`src/hw/rtl/dfu_pkg.sv`:
```
// Shared types and constants for the multichannel dimmer fade unit.
// No dependencies; all other files but the two interfaces reference this package by scoped name.
package dfu_pkg;

  localparam int LVL_W      = 16;
  localparam int FT_W       = 8;
  localparam int CH_W       = 2;
  localparam int STEP_W     = 14;
  localparam int DEN_W      = FT_W + 2;
  localparam int DIV_CNT_W  = $clog2(LVL_W);
  localparam int FIFO_DEPTH = 4;

  localparam logic [LVL_W-1:0] FULL_SCALE = 16'hFFFF;

  typedef enum logic [1:0] {
    REQ_FADE     = 2'd0,
    REQ_EXEC_ONE = 2'd1,
    REQ_EXEC_ALL = 2'd2,
    REQ_TICK     = 2'd3
  } req_t;

  typedef enum logic [2:0] {
    OP_FADE_RUN,
    OP_FADE_HOLD,
    OP_START_ONE,
    OP_START_ALL,
    OP_TICK
  } op_t;

  typedef struct packed {
    op_t              op;
    logic [CH_W-1:0]  ch;
    logic [FT_W-1:0]  fade_time;
    logic [LVL_W-1:0] target;
  } cmd_t;

  typedef enum logic [2:0] {
    S_IDLE,
    S_LOAD,
    S_DIV,
    S_DIV_DONE,
    S_TICK
  } state_t;

endpackage

```
`src/hw/rtl/dfu_in_if.sv`:
```
// Request channel of the dimmer fade unit: valid/ready plus request payload.
// No dependencies.
interface dfu_in_if;
  logic        valid;
  logic        ready;
  logic [1:0]  req_type;
  logic [1:0]  channel;
  logic [7:0]  fade_time;
  logic [15:0] target_level;
  logic        wait_for_execute;

  modport source (output valid, req_type, channel, fade_time, target_level,
                  wait_for_execute, input ready);
  modport sink   (input valid, req_type, channel, fade_time, target_level,
                  wait_for_execute, output ready);
endinterface

```
`src/hw/rtl/dfu_out_if.sv`:
```
// Result channel of the dimmer fade unit: valid/ready plus per-channel report.
// No dependencies.
interface dfu_out_if;
  logic        valid;
  logic        ready;
  logic [1:0]  out_channel;
  logic [15:0] level;
  logic [15:0] compare_value;
  logic        last;

  modport source (output valid, out_channel, level, compare_value, last,
                  input ready);
  modport sink   (input valid, out_channel, level, compare_value, last,
                  output ready);
endinterface

```
`src/hw/rtl/multichannel_dimmer_fade_unit.sv`:
```
// Multichannel dimmer fade unit, top level: front end, command queue, fade engine.
// A request is registered in the command queue before it reaches the engine. A start with
// fade time 0 pops and then loads (jumps) the channel; a held fade only pops; a nonzero
// fade time runs load, serial divide and divide-done per channel, and execute-all walks
// every channel in turn. A tick walks all channels, one result per cycle while ready is
// high; requests queue 4 deep meanwhile. Synchronous reset clears all channel state to zero.
module multichannel_dimmer_fade_unit #(
  parameter int CHANNELS = 4
) (
  input logic        clk,
  input logic        rst,
  dfu_in_if.sink     cmd_in,
  dfu_out_if.source  res_out
);

  logic          push;
  logic          full;
  logic          pop;
  logic          head_valid;
  dfu_pkg::cmd_t push_cmd;
  dfu_pkg::cmd_t head;

  dfu_front #(.CHANNELS(CHANNELS)) u_front (
    .cmd_in    (cmd_in),
    .fifo_full (full),
    .push      (push),
    .push_cmd  (push_cmd)
  );

  dfu_cmd_fifo u_fifo (
    .clk        (clk),
    .rst        (rst),
    .push       (push),
    .push_cmd   (push_cmd),
    .full       (full),
    .pop        (pop),
    .head_valid (head_valid),
    .head       (head)
  );

  dfu_back #(.CHANNELS(CHANNELS)) u_back (
    .clk        (clk),
    .rst        (rst),
    .head_valid (head_valid),
    .head       (head),
    .pop        (pop),
    .res_out    (res_out)
  );

endmodule

```
`src/hw/rtl/dfu_front.sv`:
```
// Front end: accepts requests, drops out-of-range channel commands and
// classifies the rest into queue commands. Depends on dfu_pkg, dfu_in_if.
module dfu_front #(
  parameter int CHANNELS = 4
) (
  dfu_in_if.sink         cmd_in,
  input  logic           fifo_full,
  output logic           push,
  output dfu_pkg::cmd_t  push_cmd
);

  logic ch_ok;
  logic drop;

  assign ch_ok        = {3'b000, cmd_in.channel} < 5'(CHANNELS);
  assign cmd_in.ready = !fifo_full;

  always_comb begin
    push_cmd.ch        = cmd_in.channel;
    push_cmd.fade_time = cmd_in.fade_time;
    push_cmd.target    = cmd_in.target_level;
    push_cmd.op        = dfu_pkg::OP_TICK;
    drop               = 1'b0;
    unique case (dfu_pkg::req_t'(cmd_in.req_type))
      dfu_pkg::REQ_FADE: begin
        push_cmd.op = cmd_in.wait_for_execute ? dfu_pkg::OP_FADE_HOLD
                                              : dfu_pkg::OP_FADE_RUN;
        drop        = !ch_ok;
      end
      dfu_pkg::REQ_EXEC_ONE: begin
        push_cmd.op = dfu_pkg::OP_START_ONE;
        drop        = !ch_ok;
      end
      dfu_pkg::REQ_EXEC_ALL: push_cmd.op = dfu_pkg::OP_START_ALL;
      dfu_pkg::REQ_TICK:     push_cmd.op = dfu_pkg::OP_TICK;
      default:               push_cmd.op = dfu_pkg::OP_TICK;
    endcase
  end

  assign push = cmd_in.valid && cmd_in.ready && !drop;

endmodule

```
`src/hw/rtl/dfu_cmd_fifo.sv`:
```
// Short command queue between front end and fade engine.
// Depends on dfu_pkg.
module dfu_cmd_fifo (
  input  logic           clk,
  input  logic           rst,
  input  logic           push,
  input  dfu_pkg::cmd_t  push_cmd,
  output logic           full,
  input  logic           pop,
  output logic           head_valid,
  output dfu_pkg::cmd_t  head
);

  localparam int PTR_W = $clog2(dfu_pkg::FIFO_DEPTH);
  localparam int CNT_W = PTR_W + 1;

  dfu_pkg::cmd_t    mem [dfu_pkg::FIFO_DEPTH];
  logic [PTR_W-1:0] wr_ptr;
  logic [PTR_W-1:0] rd_ptr;
  logic [CNT_W-1:0] count;

  assign full       = count == CNT_W'(dfu_pkg::FIFO_DEPTH);
  assign head_valid = count != '0;
  assign head       = mem[rd_ptr];

  always_ff @(posedge clk) begin
    if (push) begin
      mem[wr_ptr] <= push_cmd;
    end
  end

  always_ff @(posedge clk) begin
    if (rst) begin
      wr_ptr <= '0;
      rd_ptr <= '0;
      count  <= '0;
    end else begin
      if (push) wr_ptr <= wr_ptr + 1'b1;
      if (pop)  rd_ptr <= rd_ptr + 1'b1;
      if (push && !pop)      count <= count + 1'b1;
      else if (pop && !push) count <= count - 1'b1;
    end
  end

  a_no_overrun: assert property (@(posedge clk) disable iff (rst)
    full |-> !push) else $error("command queue overrun");
  a_no_underrun: assert property (@(posedge clk) disable iff (rst)
    !head_valid |-> !pop) else $error("command queue underrun");
  a_count_bound: assert property (@(posedge clk) disable iff (rst)
    count <= CNT_W'(dfu_pkg::FIFO_DEPTH)) else $error("queue count out of range");

endmodule

```
`src/hw/rtl/dfu_back.sv`:
```
// Fade engine: per-channel level state, bit-serial step divider and tick walk
// that reports every channel through an output register. Depends on dfu_pkg,
// dfu_out_if.
module dfu_back #(
  parameter int CHANNELS = 4
) (
  input  logic           clk,
  input  logic           rst,
  input  logic           head_valid,
  input  dfu_pkg::cmd_t  head,
  output logic           pop,
  dfu_out_if.source      res_out
);

  localparam int LW    = dfu_pkg::LVL_W;
  localparam int SW    = dfu_pkg::STEP_W;
  localparam int DW    = dfu_pkg::DEN_W;
  localparam int IDX_W = (CHANNELS > 1) ? $clog2(CHANNELS) : 1;
  localparam int IDX_X = (IDX_W < 2) ? 2 : IDX_W;

  dfu_pkg::state_t state, state_next;

  logic [LW-1:0]            cur_lvl  [CHANNELS];
  logic [LW-1:0]            dst_lvl  [CHANNELS];
  logic [dfu_pkg::FT_W-1:0] fade_t   [CHANNELS];
  logic [SW-1:0]            step_amt [CHANNELS];

  logic [IDX_W-1:0] idx;
  logic [IDX_X-1:0] idx_x;
  logic             all_mode;

  logic [LW-1:0]                 div_num;
  logic [DW-1:0]                 div_rem;
  logic [DW-1:0]                 div_den;
  logic [dfu_pkg::DIV_CNT_W-1:0] div_cnt;

  logic [LW-1:0]            rd_cur;
  logic [LW-1:0]            rd_dst;
  logic [dfu_pkg::FT_W-1:0] rd_ft;
  logic [SW-1:0]            rd_step;

  logic          idx_last;
  logic          more;
  logic          out_free;
  logic [LW-1:0] diff;
  logic [DW:0]   div_sh;
  logic [DW:0]   div_sub;
  logic          div_ge;
  logic [SW-1:0] step_new;
  logic [LW-1:0] adv_lvl;
  logic [SW-1:0] adv_step;
  logic [LW-1:0] headroom;
  logic [LW-1:0] up_sum;
  logic [LW-1:0] dn_dif;
  logic [IDX_W-1:0] head_idx;

  logic fade_wr, jump_wr, div_start, div_run, step_wr, adv_wr, idx_inc;

  assign rd_cur   = cur_lvl[idx];
  assign rd_dst   = dst_lvl[idx];
  assign rd_ft    = fade_t[idx];
  assign rd_step  = step_amt[idx];
  assign idx_x    = IDX_X'(idx);
  assign head_idx = IDX_W'(head.ch);

  assign idx_last = idx == IDX_W'(CHANNELS - 1);
  assign more     = all_mode && !idx_last;
  assign out_free = !res_out.valid || res_out.ready;

  assign diff     = (rd_dst > rd_cur) ? (rd_dst - rd_cur) : (rd_cur - rd_dst);
  assign div_sh   = {div_rem, div_num[LW-1]};
  assign div_sub  = div_sh - {1'b0, div_den};
  assign div_ge   = div_sh >= {1'b0, div_den};
  // divisor is at least 4, so the quotient fits the step width
  assign step_new = (div_num == '0) ? SW'(1) : div_num[SW-1:0];

  assign headroom = dfu_pkg::FULL_SCALE - rd_cur;
  assign up_sum   = rd_cur + LW'(rd_step);
  assign dn_dif   = rd_cur - LW'(rd_step);

  always_comb begin
    adv_lvl  = rd_cur;
    adv_step = rd_step;
    if (rd_step != '0) begin
      if (rd_cur < rd_dst) begin
        if (headroom > LW'(rd_step) && up_sum <= rd_dst) begin
          adv_lvl = up_sum;
        end else begin
          adv_lvl  = rd_dst;
          adv_step = '0;
        end
      end else if (rd_cur > rd_dst) begin
        if (rd_cur > LW'(rd_step) && dn_dif >= rd_dst) begin
          adv_lvl = dn_dif;
        end else begin
          adv_lvl  = rd_dst;
          adv_step = '0;
        end
      end
    end
  end

  always_comb begin
    state_next = state;
    unique case (state)
      dfu_pkg::S_IDLE: begin
        if (head_valid) begin
          case (head.op) inside
            dfu_pkg::OP_FADE_RUN, dfu_pkg::OP_START_ONE,
            dfu_pkg::OP_START_ALL:  state_next = dfu_pkg::S_LOAD;
            dfu_pkg::OP_TICK:       state_next = dfu_pkg::S_TICK;
            default:                state_next = dfu_pkg::S_IDLE;
          endcase
        end
      end
      dfu_pkg::S_LOAD: begin
        if (rd_ft != '0)  state_next = dfu_pkg::S_DIV;
        else if (!more)   state_next = dfu_pkg::S_IDLE;
      end
      dfu_pkg::S_DIV: begin
        if (div_cnt == '0) state_next = dfu_pkg::S_DIV_DONE;
      end
      dfu_pkg::S_DIV_DONE: begin
        state_next = more ? dfu_pkg::S_LOAD : dfu_pkg::S_IDLE;
      end
      dfu_pkg::S_TICK: begin
        if (out_free && idx_last) state_next = dfu_pkg::S_IDLE;
      end
      default: state_next = dfu_pkg::S_IDLE;
    endcase
  end

  always_comb begin
    pop       = 1'b0;
    fade_wr   = 1'b0;
    jump_wr   = 1'b0;
    div_start = 1'b0;
    div_run   = 1'b0;
    step_wr   = 1'b0;
    adv_wr    = 1'b0;
    unique case (state)
      dfu_pkg::S_IDLE: begin
        pop     = head_valid;
        fade_wr = head_valid &&
                  (head.op inside {dfu_pkg::OP_FADE_RUN, dfu_pkg::OP_FADE_HOLD});
      end
      dfu_pkg::S_LOAD: begin
        jump_wr   = rd_ft == '0;
        div_start = rd_ft != '0;
      end
      dfu_pkg::S_DIV:      div_run = 1'b1;
      dfu_pkg::S_DIV_DONE: step_wr = 1'b1;
      dfu_pkg::S_TICK:     adv_wr  = out_free;
      default: ;
    endcase
    idx_inc = ((jump_wr || step_wr) && more) || (adv_wr && !idx_last);
  end

  always_ff @(posedge clk) begin
    if (rst) begin
      state         <= dfu_pkg::S_IDLE;
      idx           <= '0;
      all_mode      <= 1'b0;
      res_out.valid <= 1'b0;
      for (int i = 0; i < CHANNELS; i++) begin
        cur_lvl[i]  <= '0;
        dst_lvl[i]  <= '0;
        fade_t[i]   <= '0;
        step_amt[i] <= '0;
      end
    end else begin
      state <= state_next;
      if (pop) begin
        all_mode <= head.op == dfu_pkg::OP_START_ALL;
        idx      <= (head.op == dfu_pkg::OP_START_ALL || head.op == dfu_pkg::OP_TICK)
                    ? '0 : head_idx;
      end else if (idx_inc) begin
        idx <= idx + 1'b1;
      end
      if (fade_wr) begin
        dst_lvl[head_idx]  <= head.target;
        fade_t[head_idx]   <= head.fade_time;
        step_amt[head_idx] <= '0;
      end
      if (jump_wr) begin
        cur_lvl[idx]  <= rd_dst;
        step_amt[idx] <= '0;
      end
      if (step_wr) step_amt[idx] <= step_new;
      if (adv_wr) begin
        cur_lvl[idx]  <= adv_lvl;
        step_amt[idx] <= adv_step;
        res_out.valid <= 1'b1;
      end else if (res_out.ready) begin
        res_out.valid <= 1'b0;
      end
    end
  end

  always_ff @(posedge clk) begin
    if (div_start) begin
      div_num <= diff;
      div_rem <= '0;
      div_den <= {rd_ft, 2'b00};
      div_cnt <= '1;
    end else if (div_run) begin
      div_num <= {div_num[LW-2:0], div_ge};
      div_rem <= div_ge ? div_sub[DW-1:0] : div_sh[DW-1:0];
      div_cnt <= div_cnt - 1'b1;
    end
    if (adv_wr) begin
      res_out.out_channel   <= idx_x[1:0];
      res_out.level         <= adv_lvl;
      res_out.compare_value <= dfu_pkg::FULL_SCALE - adv_lvl;
      res_out.last          <= idx_last;
    end
  end

  a_div_nonzero: assert property (@(posedge clk) disable iff (rst)
    state == dfu_pkg::S_DIV |-> div_den != '0) else $error("zero divisor");
  a_step_fits: assert property (@(posedge clk) disable iff (rst)
    state == dfu_pkg::S_DIV_DONE |-> div_num[LW-1:SW] == '0)
    else $error("step overflows its width");
  a_tick_emits: assert property (@(posedge clk) disable iff (rst)
    adv_wr |=> res_out.valid) else $error("tick result not presented");
  a_tick_single: assert property (@(posedge clk) disable iff (rst)
    state == dfu_pkg::S_TICK |-> !all_mode) else $error("tick in start-all mode");

endmodule

```
`src/flat_wrapper.sv`:
```
// flat-port wrapper written by rule: the top's interface ports become plain ports
module multichannel_dimmer_fade_unit_flat 
#(
  parameter int CHANNELS = 4
)
  (clk, rst, cmd_in_valid, cmd_in_req_type, cmd_in_channel, cmd_in_fade_time, cmd_in_target_level, cmd_in_wait_for_execute, cmd_in_ready, res_out_valid, res_out_out_channel, res_out_level, res_out_compare_value, res_out_last, res_out_ready);
  dfu_in_if cmd_in_i ();
  dfu_out_if res_out_i ();
  input logic clk;
  input logic rst;
  input wire logic [$bits(cmd_in_i.valid)-1:0] cmd_in_valid;
  input wire logic [$bits(cmd_in_i.req_type)-1:0] cmd_in_req_type;
  input wire logic [$bits(cmd_in_i.channel)-1:0] cmd_in_channel;
  input wire logic [$bits(cmd_in_i.fade_time)-1:0] cmd_in_fade_time;
  input wire logic [$bits(cmd_in_i.target_level)-1:0] cmd_in_target_level;
  input wire logic [$bits(cmd_in_i.wait_for_execute)-1:0] cmd_in_wait_for_execute;
  output wire logic [$bits(cmd_in_i.ready)-1:0] cmd_in_ready;
  output wire logic [$bits(res_out_i.valid)-1:0] res_out_valid;
  output wire logic [$bits(res_out_i.out_channel)-1:0] res_out_out_channel;
  output wire logic [$bits(res_out_i.level)-1:0] res_out_level;
  output wire logic [$bits(res_out_i.compare_value)-1:0] res_out_compare_value;
  output wire logic [$bits(res_out_i.last)-1:0] res_out_last;
  input wire logic [$bits(res_out_i.ready)-1:0] res_out_ready;
  assign cmd_in_i.valid = cmd_in_valid;
  assign cmd_in_i.req_type = cmd_in_req_type;
  assign cmd_in_i.channel = cmd_in_channel;
  assign cmd_in_i.fade_time = cmd_in_fade_time;
  assign cmd_in_i.target_level = cmd_in_target_level;
  assign cmd_in_i.wait_for_execute = cmd_in_wait_for_execute;
  assign cmd_in_ready = cmd_in_i.ready;
  assign res_out_valid = res_out_i.valid;
  assign res_out_out_channel = res_out_i.out_channel;
  assign res_out_level = res_out_i.level;
  assign res_out_compare_value = res_out_i.compare_value;
  assign res_out_last = res_out_i.last;
  assign res_out_i.ready = res_out_ready;
  multichannel_dimmer_fade_unit #(.CHANNELS(CHANNELS)) u_core (.clk(clk), .rst(rst), .cmd_in(cmd_in_i), .res_out(res_out_i));
endmodule
```
`config.mk`:
```
export PLATFORM = sky130hd
export DESIGN_NAME = multichannel_dimmer_fade_unit_flat
export DESIGN_NICKNAME = d
export VERILOG_FILES = /design/src/hw/rtl/dfu_pkg.sv /design/src/hw/rtl/dfu_in_if.sv /design/src/hw/rtl/dfu_out_if.sv /design/src/hw/rtl/multichannel_dimmer_fade_unit.sv /design/src/hw/rtl/dfu_front.sv /design/src/hw/rtl/dfu_cmd_fifo.sv /design/src/hw/rtl/dfu_back.sv /design/src/flat_wrapper.sv
export SDC_FILE = /design/constraint.sdc
export NUM_CORES = 1
export LEC_CHECK = 0
export ABC_AREA = 1
export BUFFER_PORTS_ARGS = -buffer_cell sky130_fd_sc_hd__buf_2
export CORE_MARGIN = 10
export CORE_UTILIZATION = 50
export DETAILED_ROUTE_END_ITERATION = 10
export PLACE_DENSITY = 0.64
export SLEW_MARGIN = 20
export SYNTH_ARGS = -nofsm -noshare
export SYNTH_HDL_FRONTEND = slang
export SYNTH_HIERARCHICAL = 1
export SYNTH_SLANG_ARGS = --single-unit
export TNS_END_PERCENT = 10
```
`constraint.sdc`:
```
create_clock -name clk -period 11.5 [get_ports clk]
set_input_delay 1.15 -clock clk [delete_from_list [all_inputs] [get_ports clk]]
set_output_delay 1.15 -clock clk [all_outputs]
set_load 0.03 [all_outputs]
```
==> summary.txt, run 1 <==
Place
  • Placed wire-length estimate: ~49000 um
  • Placer Congestion: just over 1
  • Buffers added on ports: 69

Setup path
  • CP top delay family: simple AND/OR/NAND/NOR gates
  • Startpoint types: flop
  • Crit path buffers/inverters: 5
  • R2r setup slk: roughly 4600 ps
  • Worst path most repeated cell: nand2_1
  • Worst setup path class: reg -> reg
  • Crit path to: u_core/u_back/cur_lvl[0][14]
  • RR Endpoint: u_core/u_back/cur_lvl[0][14]
  • R2R depth: 31
  • Worst path slowest cell: inv_2
  • CP Data Required Time: roughly 12000 ps
  • Max incr delay on CP: ~800 ps
  • Worst-path fanout max: 70
  • CP Depth: 31
  • Endpoint class of the critical path: flop
  • Worst EP arrival: approximately 7300 ps

STA
  • Minimum clock period: 6870 ps
  • Final Hold Fails: 0
  • Pins Over Slew Limit: 0
  • Slew HR: 0.284
  • Period utilisation layout: 0.597
  • Worst slew pin tran: between 1000 and 1500 ps
  • Setup TNS: 0 ps
  • Worst Skew: 17.3 ps
  • RSZ-0062 raised after global routing: no
  • F_max: approximately 150 MHz
  • Final setup violating endpoints: 0

Synthesis
  • FFs w/ async S/R, synth: 0
  • Register bit count reported by yosys: 423
  • Synth Area in Compound Gates: 0.107
  • Yosys cell types: 53
  • Post-Syn Area: 24100 um^2
  • XOR/XNOR share of the synthesized area: 0.0160
  • Mapped Avg Cell Area: approximately 9.0 um^2
  • Sequential fraction of the synthesis area: 0.514
  • Mux cell area share after synthesis: 0
  • Synth Flop Type: edfxtp_1
  • Post-synth EDFFs: 391
  • Synth Net Count: between 2000 and 3000
  • Largest family of logic cells by synthesized area: simple AND/OR/NAND/NOR gates
  • Synth Instances: ~2700
  • Adder-cell share of the synthesized area: 0.0694
  • Synth Area in Simple Gates: 0.207
  • Synth warnings: 6

Clock tree
  • CTS tree: yes
  • CTS resizes: 0
  • Clk slew on worst S/H paths: roughly 60 ps
  • H-Tree Depth: 2
  • # Post-CTS Setup Buffers: 0
  • CTS Hold Bufs: 0
  • Max clock buf depth: 3
  • Worst skew pair latency: 590 ps
  • Clock Root Buffer: clkbuf_16
  • Cts bufs inserted: between 40 and 50
  • Clock sinks: about 420

Finish
  • Layout cell share with drive strength beyond 1: 0.104
  • Syn-to-layout area delta: 8.37%
  • Most frequent cells in the layout: 602 x nand2_1, 391 x edfxtp_1, 325 x nor2_1
  • Fin nets: approximately 2900
  • Diodes inserted: 0
  • Commonest non-fill, non-tap cell in the layout: nand2_1
  • FILL cells: between 4000 and 5000

Routing
  • Post-route ant nets: 0
  • Via Count: 18589
  • # DRC: 0
  • WL final: 67800 um
  • Via-per-instance ratio: between 5 and 6
  • Pre-Repair DR Iteration Count: 6
  • Drt wl/cell: just over 20 um
  • Initial detailed-routing violation count: 1878

Floorplanning
  • Chip width: around 240 um
  • I/O Pins: 70
  • Starting Density: 0.505
  • Total die area: roughly 57000 um^2
  • Core area: between 40000 and 50000 um^2
  • Die height: around 240 um
  • # rows: 80

Global routing
  • All-Layer GR Usage: 0.235
  • Initial antenna violation count: 0
  • Largest net degree at the start of global routing: 71
  • First-pass GRT wire length: about 100000 um
  • Grt total ovfl: 0
  • Number of global-route vias before repair: 17640

Run
  • MaxCap Viol Count: 0

Min path
  • Hold depth: 1
  • HP Class: reg -> reg

Run status
  • Status: completed
[worst register-to-register path: cells and delay by family (launching register included)]
family	cells	cell delay, ps
AO/OA/AOI/OAI	1	380
buffers and inverters	5	1630
flip-flops	1	590
AND/OR/NAND/NOR	23	3390
adder cells (fa/ha/maj)	2	720
[cell usage after synthesis, drive strengths merged, types with 4 or more instances]
cell type	n	area share
nand3	113	0.024
a21o	7	0.0022
edfxtp	391	0.49
buf	96	0.028
dfxtp	32	0.027
a21oi	156	0.032
ha	124	0.064
a32oi	30	0.012
a31oi	10	0.0026
o211ai	4	0.0012
xnor2	9	0.0033
o21a	6	0.0019
o21ai	167	0.035
o22ai	32	0.014
nor2	362	0.065
inv	336	0.052
clkbuf	37	0.0058
xor2	35	0.013
nand4	29	0.0082
a211oi	6	0.0019
fa	6	0.0050
o21bai	5	0.0016
nor3	23	0.0050
nand2	631	0.10
[through the flow]
stage,std cells,setup slack [ps],area (um^2),hold slack (ps),utilization
2_1_floorplan,2668,6440,24100,418,-
3_3_place_gp,3255,4780,24700,428,0.518
3_5_place_dp,3255,4730,24700,449,0.518
4_1_cts,3335,4700,26100,456,0.547
5_1_grt,3335,3990,26100,485,0.548
6_report,3335,4630,26100,451,0.548
[routing by layer]
layer	vias up	GRT usage	wire, um
met5	-	0	0
met4	0	0.0943	2800
met3	126	0.0368	4800
met2	702	0.386	32100
met1	8873	0.305	28100
li1	8888	-	-
[how the worst min path moves through the flow]
stage / end / from
2_1_floorplan: flop / u_core/u_fifo/rd_ptr[1]
3_5_place_dp: u_core/u_fifo/rd_ptr[1] / u_core/u_fifo/rd_ptr[1]
3_3_place_gp: u_core/u_fifo/rd_ptr[1] / u_core/u_fifo/rd_ptr[1]
5_1_grt: flop / u_core/u_fifo/rd_ptr[1]
4_1_cts: flop / u_core/u_fifo/rd_ptr[1]
6_report: flop / u_core/u_fifo/rd_ptr[1]
[layout make-up]
type	count	area, um^2	share of cell area
flip-flops and latches	423	12400	0.475
multi-input cells	1775	9650	0.370
inverters	337	1260	0.0485
clock buffers	52	1190	0.0458
well taps	615	769	0.0295
repair buffers	105	616	0.0236
clock inverters	28	205	0.00787
[registers in the layout, indices dropped and copies added, names as in the netlist, named ones only]
register and count:
u_core/u_back/dst_lvl 64, u_core/u_back/idx 2, u_core/u_fifo/wr_ptr 2, u_core/u_back/state 3, u_core/u_fifo/count 3, u_core/u_back/cur_lvl 64
u_core/u_back/div_den 8, u_core/u_back/div_cnt 4, u_core/u_back/res_out.last 1, u_core/u_fifo/mem 116, u_core/u_back/div_num 16, u_core/u_back/fade_t 32
u_core/u_back/div_rem 10, u_core/u_back/res_out.valid 1, u_core/u_back/res_out.out_channel 2, u_core/u_back/all_mode 1, u_core/u_back/res_out.compare_value 16, u_core/u_back/step_amt 56
u_core/u_fifo/rd_ptr 2, u_core/u_back/res_out.level 16
[kinds of logic after synthesis]
kind of cell	count (synthesis)
AOI/OAI and AO/OA	433
and+or+nand+nor	1168
adders and majority gates	130
DFF	423
buffers and inverters	470
xor gates and xnor gates	44
Power of run 1 is left out: the tool's default activity adds up to more than one toggle a clock period on the data nets, which glitch-free logic cannot reach.
==> inputs of run 2 (changes only) <==
==> constraint.sdc (replaced) <==
create_clock -name clk -period 6.5 [get_ports clk]
set_input_delay 0.65 -clock clk [delete_from_list [all_inputs] [get_ports clk]]
set_output_delay 0.65 -clock clk [all_outputs]
set_load 0.03 [all_outputs]
==> run 2 against run 1 <==
  * Via count fell by 0.33%
  * Critical path depth fell by 5
  * Die area did not move
  * Flip-flop and latch count did not move
  * Non-clock buffer count rose by 19
  * Maximum frequency rose by 14%
  * Core utilization rose by 0.41 points
  * Worst hold slack got worse by 170 ps
  * First-iteration DRC count fell by 22%
  * Routed wire length fell by 1.8%
  * Highest routed layer unchanged
==> summary.txt, run 2 (synthesized netlist as in run 1, its figures left out) <==
Run status
  • Status: completed (unchanged)

Clock tree
  • CTS tree: yes (unchanged)
  • Clk slew on worst S/H paths: 60 ps (about the same)
  • Clock sinks: 423 (unchanged)
  • Cts bufs inserted: 46 (was 47)
  • H-Tree Depth: 2 (unchanged)
  • Max clock buf depth: 3 (unchanged)
  • Clock Root Buffer: clkbuf_16 (unchanged)
  • # Post-CTS Setup Buffers: 0 (unchanged)
  • Worst skew pair latency: 580 ps (was 590 ps)

Finish
  • Final Instance Area: 26300 um^2 (was 26100 um^2)
  • Largest registers: u_core/u_fifo/mem (116), u_core/u_back/cur_lvl (64), u_core/u_back/dst_lvl (64) (unchanged)
  • Fin nets: 2870 (was 2852)
  • Most flop-heavy register: u_core/u_fifo/mem (unchanged)
  • Syn-to-layout area delta: 9.19% (was 8.37%)
  • Commonest non-fill, non-tap cell in the layout: nand2_1 (unchanged)
  • Most frequent cells in the layout: 603 x nand2_1, 391 x edfxtp_1, 325 x nor2_1 (was 602 x nand2_1, 391 x edfxtp_1, 325 x nor2_1)
  • FILL cells: 4319 (was 4298)
  • Layout cell share with drive strength beyond 1: 0.114 (was 0.104)
  • Finished Layout Cells: 3360 (was 3335)
  • Max reg flops: 116 (unchanged)
  • Storage element area: 12400 um^2 (about the same)
  • Multi-input gate area: 9650 um^2 (about the same)

Setup path
  • Startpoint types: flop (unchanged)
  • Worst-path fanout max: 35 (was 70)
  • Endpoint class of the critical path: flop (unchanged)
  • Worst EP arrival: 6340 ps (was 7300 ps)
  • CP Data Required Time: 6810 ps (was 11940 ps)
  • Worst setup path class: reg -> reg (unchanged)

Routing
  • Via Count: 18527 (was 18589)
  • # DRC: 0 (unchanged)
  • Drt wl/cell: 19.8 um (was 20.3 um)
  • Post-route ant nets: 0 (unchanged)
  • Initial detailed-routing violation count: 1463 (was 1878)
  • Pre-Repair DR Iteration Count: 5 (was 6)
  • Via-per-instance ratio: 5.51 (was 5.57)
  • WL final: 66600 um (was 67800 um)

STA
  • Final setup violating endpoints: 0 (unchanged)
  • F_max: 166 MHz (was 146 MHz)
  • Period utilisation layout: 0.928 (was 0.597)
  • Final WS setup: 468 ps (was 4630 ps)
  • Pins Over Slew Limit: 0 (unchanged)
  • Slew HR: 0.278 (was 0.284)
  • Worst slew pin tran: 1080 ps (was 1070 ps)
  • Worst Skew: 23.1 ps (was 17.3 ps)
  • Minimum clock period: 6030 ps (was 6870 ps)
  • Final Hold Fails: 0 (unchanged)
  • Final hold slack: 281 ps (was 451 ps)

Place
  • Placed wire-length estimate: 48400 um (was 48600 um)
  • Placed cells: 3274 (was 3255)
  • Buffers added on ports: 69 (unchanged)
  • Post-place setup slack: 505 ps (was 4730 ps)
  • Placed inst area: 24800 um^2 (was 24700 um^2)
  • Placer Congestion: 1.00 (was 1.02)

Global routing
  • All-Layer GR Usage: 0.230 (was 0.235)
  • Initial antenna violation count: 1 (was 0)
  • Number of global-route vias before repair: 17595 (was 17640)
  • First-pass GRT wire length: 102000 um (was 104000 um)
  • Largest net degree at the start of global routing: 65 (was 71)
  • Grt total ovfl: 0 (unchanged)

Floorplanning
  • # rows: 80 (unchanged)
  • Chip width: 239 um (unchanged)
  • Total die area: 57300 um^2 (unchanged)
  • I/O Pins: 70 (unchanged)
  • Die height: 239 um (unchanged)
  • Core area: 47600 um^2 (unchanged)
  • Starting Density: 0.505 (unchanged)

Run
  • MaxCap Viol Count: 0 (unchanged)

Min path
  • HP Class: in -> reg (was reg -> reg)
==> run 2: per-layer routing <==
metal | track usage | part of all wire | vias to the layer above
li1 | - | - | 8958
met1 | 0.293 | 0.42 | 8858
met2 | 0.390 | 0.49 | 566
met3 | 0.0339 | 0.057 | 145
met4 | 0.0859 | 0.035 | 0
met5 | 0 | 0 | -
==> run 2: timing repair <==
item	CTS	global route
hold buffers	0	0
resized for setup	0	6
endpoints found under the setup margin	0	41
==> run 2: path summary, 6_finish.rpt <==
path	start	end	depth (start not counted)	slack, ps
min	cmd_in_target_level[4]	u_core/u_fifo/mem[0][4]	1	280
max reg2reg	flop	u_core/u_back/cur_lvl[0][12]	26	470
max	flop	u_core/u_back/cur_lvl[0][12]	26	470
min reg2reg	u_core/u_fifo/rd_ptr[1]	u_core/u_fifo/rd_ptr[1]	1	460
==> run 2: layout make-up <==
type | instances | area share
Sequential cell | 423 | 0.471
Multi-Input combinational cell | 1775 | 0.367
Inverter | 337 | 0.0481
Clock buffer | 55 | 0.0459
Timing Repair Buffer | 124 | 0.0296
Tap cell | 615 | 0.0293
Clock inverter | 30 | 0.00843
Antenna cell | 1 | 0.0000952
==> run 2: critical path: stages, from the launching register on <==
cell and delay [ps]:
dfxtp_4 480, inv_2 140, buf_4 260, nand2_1 80
a32oi_1 340, inv_1 300, ha_1 540, nand2_1 150
nor2_1 280, nand4_1 200, nand3_1 160, a21oi_1 110
xor2_1 200, ha_1 310, nand2_1 60, nor3_1 390
nand3_1 120, nand2_1 320, nand3_4 230, nor2_2 310
inv_1 170, nor2_1 120, nor2_1 70, nand2_1 80
nand3_1 60, nand2_1 200, nor2_1 70
==> run 2: through the flow <==
step	setup TNS (ps)	util
2_1_floorplan	0	-
3_3_place_gp	0	0.521
3_5_place_dp	0	0.521
4_1_cts	0	0.551
5_1_grt	-0.315	0.552
6_report	0	0.552
Power of run 2 is left out for the same reason.
==> inputs of run 3 (changes only) <==
--- a/config.mk
+++ b/config.mk
@@ -10,6 +10,7 @@
 export CORE_MARGIN = 10
 export CORE_UTILIZATION = 50
 export DETAILED_ROUTE_END_ITERATION = 10
+export MAX_ROUTING_LAYER = met4
 export PLACE_DENSITY = 0.64
 export SLEW_MARGIN = 20
 export SYNTH_ARGS = -nofsm -noshare
==> run 3 against run 2 <==
  * Maximum frequency grew 2.2%
  * Via count grew 1.1%
  * Register-to-register slack better by 130 ps
==> summary.txt, run 3 (synthesized netlist as in run 1, its figures left out) <==
STA
  • Worst Skew: 15.3 ps (was 23.1 ps)
  • F_max: 169 MHz (was 166 MHz)
  • Worst slew pin tran: 1040 ps (was 1080 ps)
  • Final WS setup: 598 ps (was 468 ps)
  • Final Hold Fails: 0 (unchanged)
  • Setup TNS: 0 ps (unchanged)
  • Pins Over Slew Limit: 0 (unchanged)
  • Slew HR: 0.303 (was 0.278)
  • Minimum clock period: 5900 ps (was 6030 ps)
  • RSZ-0062 raised after global routing: no
  • Final setup violating endpoints: 0 (unchanged)
  • Period utilisation layout: 0.908 (was 0.928)
  • Final hold slack: 279 ps (was 281 ps)

Routing
  • Top sig layer: met4 (unchanged)
  • Metal2 WL: 32600 um (was 32400 um)
  • WL met3: 4090 um (was 3830 um)
  • Drt wl/cell: 20.2 um (was 19.8 um)
  • # DRC: 0 (unchanged)
  • Pre-Repair DR Iteration Count: 5 (unchanged)
  • Via Count: 18733 (was 18527)
  • Post-route ant nets: 0 (unchanged)
  • Initial detailed-routing violation count: 1521 (was 1463)
  • Via-per-instance ratio: 5.57 (was 5.51)
  • WL final: 68000 um (was 66600 um)
  • Metal-1 WL: 28500 um (was 28100 um)

Setup path
  • Max incr delay on CP: 540 ps (about the same)
  • Worst EP arrival: 6210 ps (was 6340 ps)
  • Worst-path fanout max: 35 (unchanged)
  • Worst path slowest cell: ha_1 (unchanged)
  • Startpoint types: flop (unchanged)
  • Worst path most repeated cell: nand2_1 (unchanged)
  • Worst setup path class: reg -> reg (unchanged)
  • CP Data Required Time: 6810 ps (about the same)
  • Endpoint class of the critical path: flop (unchanged)

Floorplanning
  • Starting Density: 0.505 (unchanged)
  • Chip width: 239 um (unchanged)
  • # rows: 80 (unchanged)
  • Die height: 239 um (unchanged)
  • Total die area: 57300 um^2 (unchanged)
  • Core area: 47600 um^2 (unchanged)
  • I/O Pins: 70 (unchanged)

Global routing
  • Largest net degree at the start of global routing: 60 (was 65)
  • First-pass GRT wire length: 103000 um (was 102000 um)
  • Grt total ovfl: 0 (unchanged)
  • Initial antenna violation count: 0 (was 1)
  • All-Layer GR Usage: 0.241 (was 0.230)
  • Number of global-route vias before repair: 17724 (was 17595)

Run
  • MaxCap Viol Count: 0 (unchanged)

Finish
  • Most flop-heavy register: u_core/u_fifo/mem (unchanged)
  • Fin nets: 2876 (was 2870)
  • Most frequent cells in the layout: 603 x nand2_1, 391 x edfxtp_1, 324 x inv_1, 324 x nor2_1, 156 x a21oi_1 (was 603 x nand2_1, 391 x edfxtp_1, 325 x nor2_1)
  • Largest registers: u_core/u_fifo/mem (116), u_core/u_back/cur_lvl (64), u_core/u_back/dst_lvl (64) (unchanged)
  • Max reg flops: 116 (unchanged)
  • Finished Layout Cells: 3362 (was 3360)
  • Syn-to-layout area delta: 9.55% (was 9.19%)
  • Layout cell share with drive strength beyond 1: 0.115 (was 0.114)
  • Commonest non-fill, non-tap cell in the layout: nand2_1 (unchanged)
  • Diodes inserted: 0 (was 1)

Place
  • Buffers added on ports: 69 (unchanged)
  • Placed cells: 3281 (was 3274)
  • Placer Congestion: 1.01 (was 1.00)
  • Placed wire-length estimate: 49800 um (was 48400 um)
  • Post-place setup slack: 548 ps (was 505 ps)

Clock tree
  • Clock sinks: 423 (unchanged)
  • H-Tree Depth: 2 (unchanged)
  • Clk slew on worst S/H paths: 60 ps (about the same)
  • # Post-CTS Setup Buffers: 0 (unchanged)
  • Worst skew pair latency: 580 ps (about the same)
  • Max clock buf depth: 3 (unchanged)
  • Clock Root Buffer: clkbuf_16 (unchanged)
  • Cts bufs inserted: 45 (was 46)
  • CTS tree: yes (unchanged)
  • CTS Hold Bufs: 0 (unchanged)

Run status
  • Status: completed (unchanged)

Min path
  • HP Class: in -> reg (unchanged)
-- run 3: final cells by class --
cell class | instances | area [um^2]
Timing Repair Buffer | 131 | 827
Fill cell | 4306 | 21300
Tap cell | 615 | 769
Inverter | 337 | 1270
Multi-Input combinational cell | 1775 | 9650
Clock inverter | 27 | 294
Clock buffer | 54 | 1180
Sequential cell | 423 | 12400
-- run 3: what timing repair did --
action                                  4_1_cts  5_1_grt
resized for setup                             0        4
endpoints found under the hold margin         0        0
endpoints found under the setup margin        0       17
-- run 3: worst paths after layout --
path	startpoint	to	slack, ps	cells after the start
max	flop	u_core/u_back/cur_lvl[0][12]	600	28
min	cmd_in_fade_time[2]	u_core/u_fifo/mem[3][18]	280	1
max reg2reg	flop	u_core/u_back/cur_lvl[0][12]	600	28
min reg2reg	u_core/u_fifo/rd_ptr[1]	flop	460	1
-- run 3: metrics by stage --
step                 util  cell area [um^2]
floorplan               -             24100
global placement    0.522             24900
detailed placement  0.522             24900
CTS                 0.553             26400
global route        0.553             26400
finish              0.553             26400
-- run 3: routing by layer --
metal / vias to the layer above / track usage
met5: - / -
met4: 0 / 0.101
met3: 135 / 0.0310
met2: 651 / 0.394
met1: 8980 / 0.298
li1: 8967 / -
-- run 3: worst max-delay path: cells and delay by family, from the launching register on --
kind,cells,cell delay (ps)
AND/OR/NAND/NOR,19,2810
buffers and inverters,5,890
adder cells (fa/ha/maj),2,830
AO/OA/AOI/OAI,2,600
flip-flops,1,480
Power of run 3 is left out for the same reason.
